`config.mk`:
```
export PLATFORM = sky130hd
export DESIGN_NAME = dfs_ctrl
export DESIGN_NICKNAME = d
export VERILOG_FILES = /design/src/rtl/dfs_pkg.sv /design/src/rtl/dfs_ctrl.sv
export VERILOG_INCLUDE_DIRS = /design/src /design/src/rtl
export SDC_FILE = /design/constraint.sdc
export NUM_CORES = 1
export LEC_CHECK = 0
export BUFFER_PORTS_ARGS = -buffer_cell sky130_fd_sc_hd__buf_4
export CORE_MARGIN = 2
export CORE_UTILIZATION = 34
export CTS_BUF_LIST = sky130_fd_sc_hd__clkbuf_2 sky130_fd_sc_hd__clkbuf_4 sky130_fd_sc_hd__clkbuf_8
export CTS_CLUSTER_DIAMETER = 30
export DETAILED_ROUTE_END_ITERATION = 10
export HOLD_SLACK_MARGIN = 0.03
export SYNTH_ARGS = -nofsm -noshare
export SYNTH_HDL_FRONTEND = slang
export SYNTH_SLANG_ARGS = --single-unit
```
`constraint.sdc`:
```
create_clock -name clk -period 5 [get_ports clk]
set_clock_uncertainty 0.1 [all_clocks]
set_input_delay 1 -clock clk [delete_from_list [all_inputs] [get_ports clk]]
set_output_delay 1 -clock clk [all_outputs]
set_load 0.005 [all_outputs]
```
`src/rtl/dfs_discover_finish_timestamps_defines.svh`:
```
// Assertion macros shared by the search block's RTL files.
// No dependencies; included by the files that assert.
`ifndef DFS_DISCOVER_FINISH_TIMESTAMPS_DEFINES_SVH
`define DFS_DISCOVER_FINISH_TIMESTAMPS_DEFINES_SVH

// Plain property, checked on every rising clock edge out of reset.
`define DFS_ASSERT(LBL, CLK, RSTN, PROP, MSG) \
	LBL: assert property (@(posedge CLK) disable iff (!RSTN) (PROP)) else $error(MSG);

// Antecedent this cycle implies consequent on the next edge.
`define DFS_ASSERT_NEXT(LBL, CLK, RSTN, ANTE, CONS, MSG) \
	LBL: assert property (@(posedge CLK) disable iff (!RSTN) (ANTE) |=> (CONS)) \
		else $error(MSG);

`endif

```
`src/rtl/dfs_pkg.sv`:
```
// Shared types and constants for the depth-first search timestamp block.
// No dependencies; used by the interfaces, controller, datapath and top level.
package dfs_pkg;

	localparam int DEF_MAX_VERTICES = 64;
	localparam int CMD_W  = 2;
	localparam int VTX_W  = 7;
	localparam int TIME_W = 8;

	typedef enum logic [CMD_W-1:0] {
		CMD_ADD   = 2'd0,
		CMD_RUN   = 2'd1,
		CMD_CLEAR = 2'd2
	} cmd_code_t;

	// controller -> datapath
	typedef struct packed {
		logic clear_all;
		logic latch_edge;
		logic edge_rd;
		logic edge_wr;
		logic run_init;
		logic root_start;
		logic row_rd;
		logic push;
		logic pop;
		logic top_load;
		logic emit_rd;
		logic emit_ld;
	} dfs_cmd_t;

	// datapath -> controller
	typedef struct packed {
		logic edge_ok;
		logic root_nz;
		logic cand_nz;
		logic depth_one;
		logic emit_last;
		logic out_free;
	} dfs_sts_t;

endpackage

```
`src/rtl/dfs_ctrl.sv`:
```
// Sequencer for edge loads, the search walk and result emission.
// Depends on dfs_pkg (command/status structs) and the assertion macro header.
`include "dfs_discover_finish_timestamps_defines.svh"

module dfs_ctrl (
	input  logic                      clk,
	input  logic                      arst_n,
	input  logic                      req_valid,
	input  logic [dfs_pkg::CMD_W-1:0] req_cmd,
	output logic                      req_ready,
	input  dfs_pkg::dfs_sts_t         sts,
	output dfs_pkg::dfs_cmd_t         cmd
);
	import dfs_pkg::*;

	typedef enum logic [9:0] {
		ST_IDLE     = 10'b00_0000_0001,
		ST_EDGE_RD  = 10'b00_0000_0010,
		ST_EDGE_WR  = 10'b00_0000_0100,
		ST_RUN_INIT = 10'b00_0000_1000,
		ST_ROOT     = 10'b00_0001_0000,
		ST_ROW_RD   = 10'b00_0010_0000,
		ST_SCAN     = 10'b00_0100_0000,
		ST_POP_TOP  = 10'b00_1000_0000,
		ST_EMIT_RD  = 10'b01_0000_0000,
		ST_EMIT_LD  = 10'b10_0000_0000
	} state_t;

	state_t state_q, state_d;

	always_ff @(posedge clk or negedge arst_n) begin
		if (!arst_n) begin
			state_q <= ST_IDLE;
		end else begin
			state_q <= state_d;
		end
	end

	always_comb begin
		cmd       = '0;
		state_d   = state_q;
		req_ready = 1'b0;
		unique case (state_q)
			ST_IDLE: begin
				req_ready = 1'b1;
				if (req_valid) begin
					unique case (req_cmd)
						CMD_ADD: begin
							if (sts.edge_ok) begin
								cmd.latch_edge = 1'b1;
								state_d        = ST_EDGE_RD;
							end
						end
						CMD_RUN:   state_d       = ST_RUN_INIT;
						CMD_CLEAR: cmd.clear_all = 1'b1;
						default: ;
					endcase
				end
			end
			ST_EDGE_RD: begin
				cmd.edge_rd = 1'b1;
				state_d     = ST_EDGE_WR;
			end
			ST_EDGE_WR: begin
				cmd.edge_wr = 1'b1;
				state_d     = ST_IDLE;
			end
			ST_RUN_INIT: begin
				cmd.run_init = 1'b1;
				state_d      = ST_ROOT;
			end
			ST_ROOT: begin
				if (sts.root_nz) begin
					cmd.root_start = 1'b1;
					state_d        = ST_ROW_RD;
				end else begin
					state_d = ST_EMIT_RD;
				end
			end
			ST_ROW_RD: begin
				cmd.row_rd = 1'b1;
				state_d    = ST_SCAN;
			end
			ST_SCAN: begin
				if (sts.cand_nz) begin
					cmd.push = 1'b1;
					state_d  = ST_ROW_RD;
				end else begin
					// finishing the tree root empties the stack
					cmd.pop = 1'b1;
					state_d = sts.depth_one ? ST_ROOT : ST_POP_TOP;
				end
			end
			ST_POP_TOP: begin
				cmd.top_load = 1'b1;
				state_d      = ST_ROW_RD;
			end
			ST_EMIT_RD: begin
				cmd.emit_rd = 1'b1;
				state_d     = ST_EMIT_LD;
			end
			ST_EMIT_LD: begin
				if (sts.out_free) begin
					cmd.emit_ld = 1'b1;
					state_d     = sts.emit_last ? ST_IDLE : ST_EMIT_RD;
				end
			end
			default: state_d = ST_IDLE;
		endcase
	end

	`DFS_ASSERT_NEXT(a_emit_holds, clk, arst_n, state_q == ST_EMIT_LD && !sts.out_free, state_q == ST_EMIT_LD, "emit state left while output slot busy")

endmodule

```
==> results.sh <==
export IMPL_vias=692
export IMPL_fillers=213
export IMPL_clock_latency_ns=0.27
export IMPL_final_seq_area_sq_um=251.5
export IMPL_drt_iter0_drc=13
export IMPL_ctsResizeCount=0
export IMPL_cts_setup_buffers=0
export IMPL_drt_antenna_violating_nets=0
export IMPL_gp_congestion=0.8234
export IMPL_finalWirelength_microns=1802
export IMPL_power_mw=0.2711
export IMPL_path_class="register to output pin"
export IMPL_first_pass_iters=4
export IMPL_ys_seq_area_frac=0.3551
export IMPL_slowest_stage="dfrtp_1"
export IMPL_place_inst=122
export IMPL_htreeDepth=1
export IMPL_regMostFlops="state_q"
export IMPL_layout_setup_ws_ns=1.894
export IMPL_cts_buffers=3
export IMPL_rows=16
export IMPL_clk_pin_slew_ns=0.08
export IMPL_worstMarginPinSlew_ns=0.4112
export IMPL_outcome="finished, final reports clean"
export IMPL_core_area_sq_mm=0.001962
export IMPL_period_share=0.6212
export IMPL_ctsHoldBuffers=0
export IMPL_largest_register_ffs=10
export IMPL_max_cap_violations=0
export IMPL_grt_pass1_vias=688
export IMPL_yosys_warnings=0
export IMPL_insertedDiodeCount=0
export IMPL_gr_total_overflow=0
export IMPL_cts_tree="yes"
export IMPL_critPathBufInv=1
export IMPL_p_leak_nw=0.4604
export IMPL_drc=0
export IMPL_synth_cell_types=37
export IMPL_relSlewSlack=0.7233
export IMPL_area_growth_syn_to_layout_pct=32.16
export IMPL_stdcell_count=126
export IMPL_drive_gt1_frac=0.3535
export IMPL_grt_max_degree=11
export IMPL_fin_setup_tns_ns=0
export IMPL_port_buffers=23
export IMPL_cts_max_path_buffers=2
export IMPL_grt_usage=0.1616
export IMPL_dp_hpwl_microns=1407
export IMPL_rsz0062_at_grt="false"
export IMPL_antenna_found_initial=0
export IMPL_final_cell_mix="buf_4 (23), dfrtp_1 (9), and3_1 (7)"
export IMPL_clock_sinks=10
export IMPL_wl_per_cell_microns=14.30
export IMPL_r2r_start="state_q[1]"
export IMPL_setup_viol=0
export IMPL_start_util=0.3610
export IMPL_timing_fmax_ghz=0.3220
export IMPL_slew_violations=0
export IMPL_min_path_type="input pin to asynchronous set/reset pin"
export IMPL_path_cells="nor4_4 -> and3_1 -> nand2_2 -> nor4b_1 -> buf_4"
export IMPL_viasPerCell=5.492
export IMPL_layout_min_cycle_time_ns=3.106
export IMPL_finalHoldViolCount=0
export IMPL_syn_num_nets=86
export IMPL_largestRegisters="state_q x10"
export IMPL_synth_avg_cell_area_sq_um=9.442
export IMPL_dp_slack_ns=2.194
export IMPL_path_max_fanout=7
export IMPL_cp_end_kind="output pin"
export IMPL_grt_pass1_wl_microns=2946
export IMPL_ir_worst_vdd_v=0.0001213
export IMPL_critPathLaunch="state_q[9]"
export IMPL_layout_commonest_cell="buf_4"
export IMPL_whs_ns=0.4443
export IMPL_die_height_microns=49.64
export IMPL_fin_nets=111
export IMPL_start_kind="register"
export IMPL_required_ns=3.90
export IMPL_netlist_area_sq_um=708.2
export IMPL_die_width_microns=49.64
export IMPL_multi_input_comb_area_sq_um=430.4
export IMPL_worstPathArrival_ns=2.01
export IMPL_cp_top_family="simple AND/OR/NAND/NOR gates"
export IMPL_ys_ff_latch=10
export IMPL_dieArea_sq_mm=0.002464
export IMPL_root_buffer="clkbuf_4"
export IMPL_pin_count=24
export IMPL_cellPowerDensity_mw_per_mm2=289.7
export IMPL_cp_slowest_stage_delay_ns=0.49
export IMPL_synth_cells=75
-- final cells by class --
cell class | count | area share
clock buffers | 4 | 0.03877
inverters | 3 | 0.01203
multi-input cells | 59 | 0.4599
flip-flops and latches | 10 | 0.2687
well taps | 27 | 0.03610
repair buffers | 23 | 0.1845
-- synth_stat cells --
master     instances  share of area
dfrtp_1            9           0.32
and3_1             7          0.062
nor2_1             4          0.021
nor3_1             4          0.028
o21ai_0            4          0.028
inv_1              3          0.016
nor2b_1            3          0.027
nor4_1             3          0.027
and3b_1            2          0.025
buf_2              2          0.014
nand2_1            2          0.011
nand3_1            2          0.014
nor3b_1            2          0.021
nor4_4             2          0.060
nor4b_1            2          0.025
o21bai_1           2          0.021
xor2_1             2          0.025
a2111oi_2          1          0.021
a21o_1             1          0.011
a21oi_1            1         0.0071
a31oi_1            1         0.0088
a32oi_1            1          0.012
and3_2             1          0.011
and4b_1            1          0.014
and4b_2            1          0.016
clkbuf_2           1         0.0071
dfstp_2            1          0.037
nand2_2            1         0.0088
nand3b_1           1          0.011
nor4_2             1          0.018
o2111ai_1          1          0.012
o211ai_1           1          0.011
o22ai_1            1         0.0088
o2bb2ai_1          1          0.012
or3_1              1         0.0088
or4_1              1          0.011
xnor2_1            1          0.012
-- metal layers --
layer / wire length [microns] / GRT usage
met5: 0 / 0
met4: 37 / 0.08796
met3: 140 / 0.04545
met2: 825 / 0.2644
met1: 799 / 0.1894
-- per-stage QoR --
stage	instance area, sq um	util
after CTS	935.9	0.4770
after floorplan	708.2	-
after global placement	899.6	0.4585
after global routing	935.9	0.4770
final	935.9	0.4770
after detailed placement	899.6	0.4585
-- worst paths after layout --
path                         endpoint  slack (ns)  depth (start not counted)
min                        state_q[7]        0.44                          1
min in group clk           state_q[2]        0.58                          2
max in group asynchronous  state_q[0]        4.14                          1
max reg2reg                state_q[4]        3.22                          4
min reg2reg                state_q[2]        0.58                          2
max                           cmd[10]        1.89                          5
-- cells by family (layout without fill, tap and decap cells) --
family                 after synthesis  count (layout)  synth area share
AO/OA/AOI/OAI                       15              15            0.1537
XOR/XNOR                             3               3           0.03711
flip-flops                          10              10            0.3551
buffers and inverters                6              30           0.03710
AND/OR/NAND/NOR                     41              41            0.4170
-- power by group --
part	switching [mW]	leakage (nW)	total, mW	internal (mW)
combinational	0.0465	0.304	0.0936	0.0471
sequential	0.0123	0.136	0.102	0.0896
clock	0.0314	0.0210	0.0756	0.0442
total	0.0902	0.460	0.271	0.181
(Power assumes the default switching activity.)
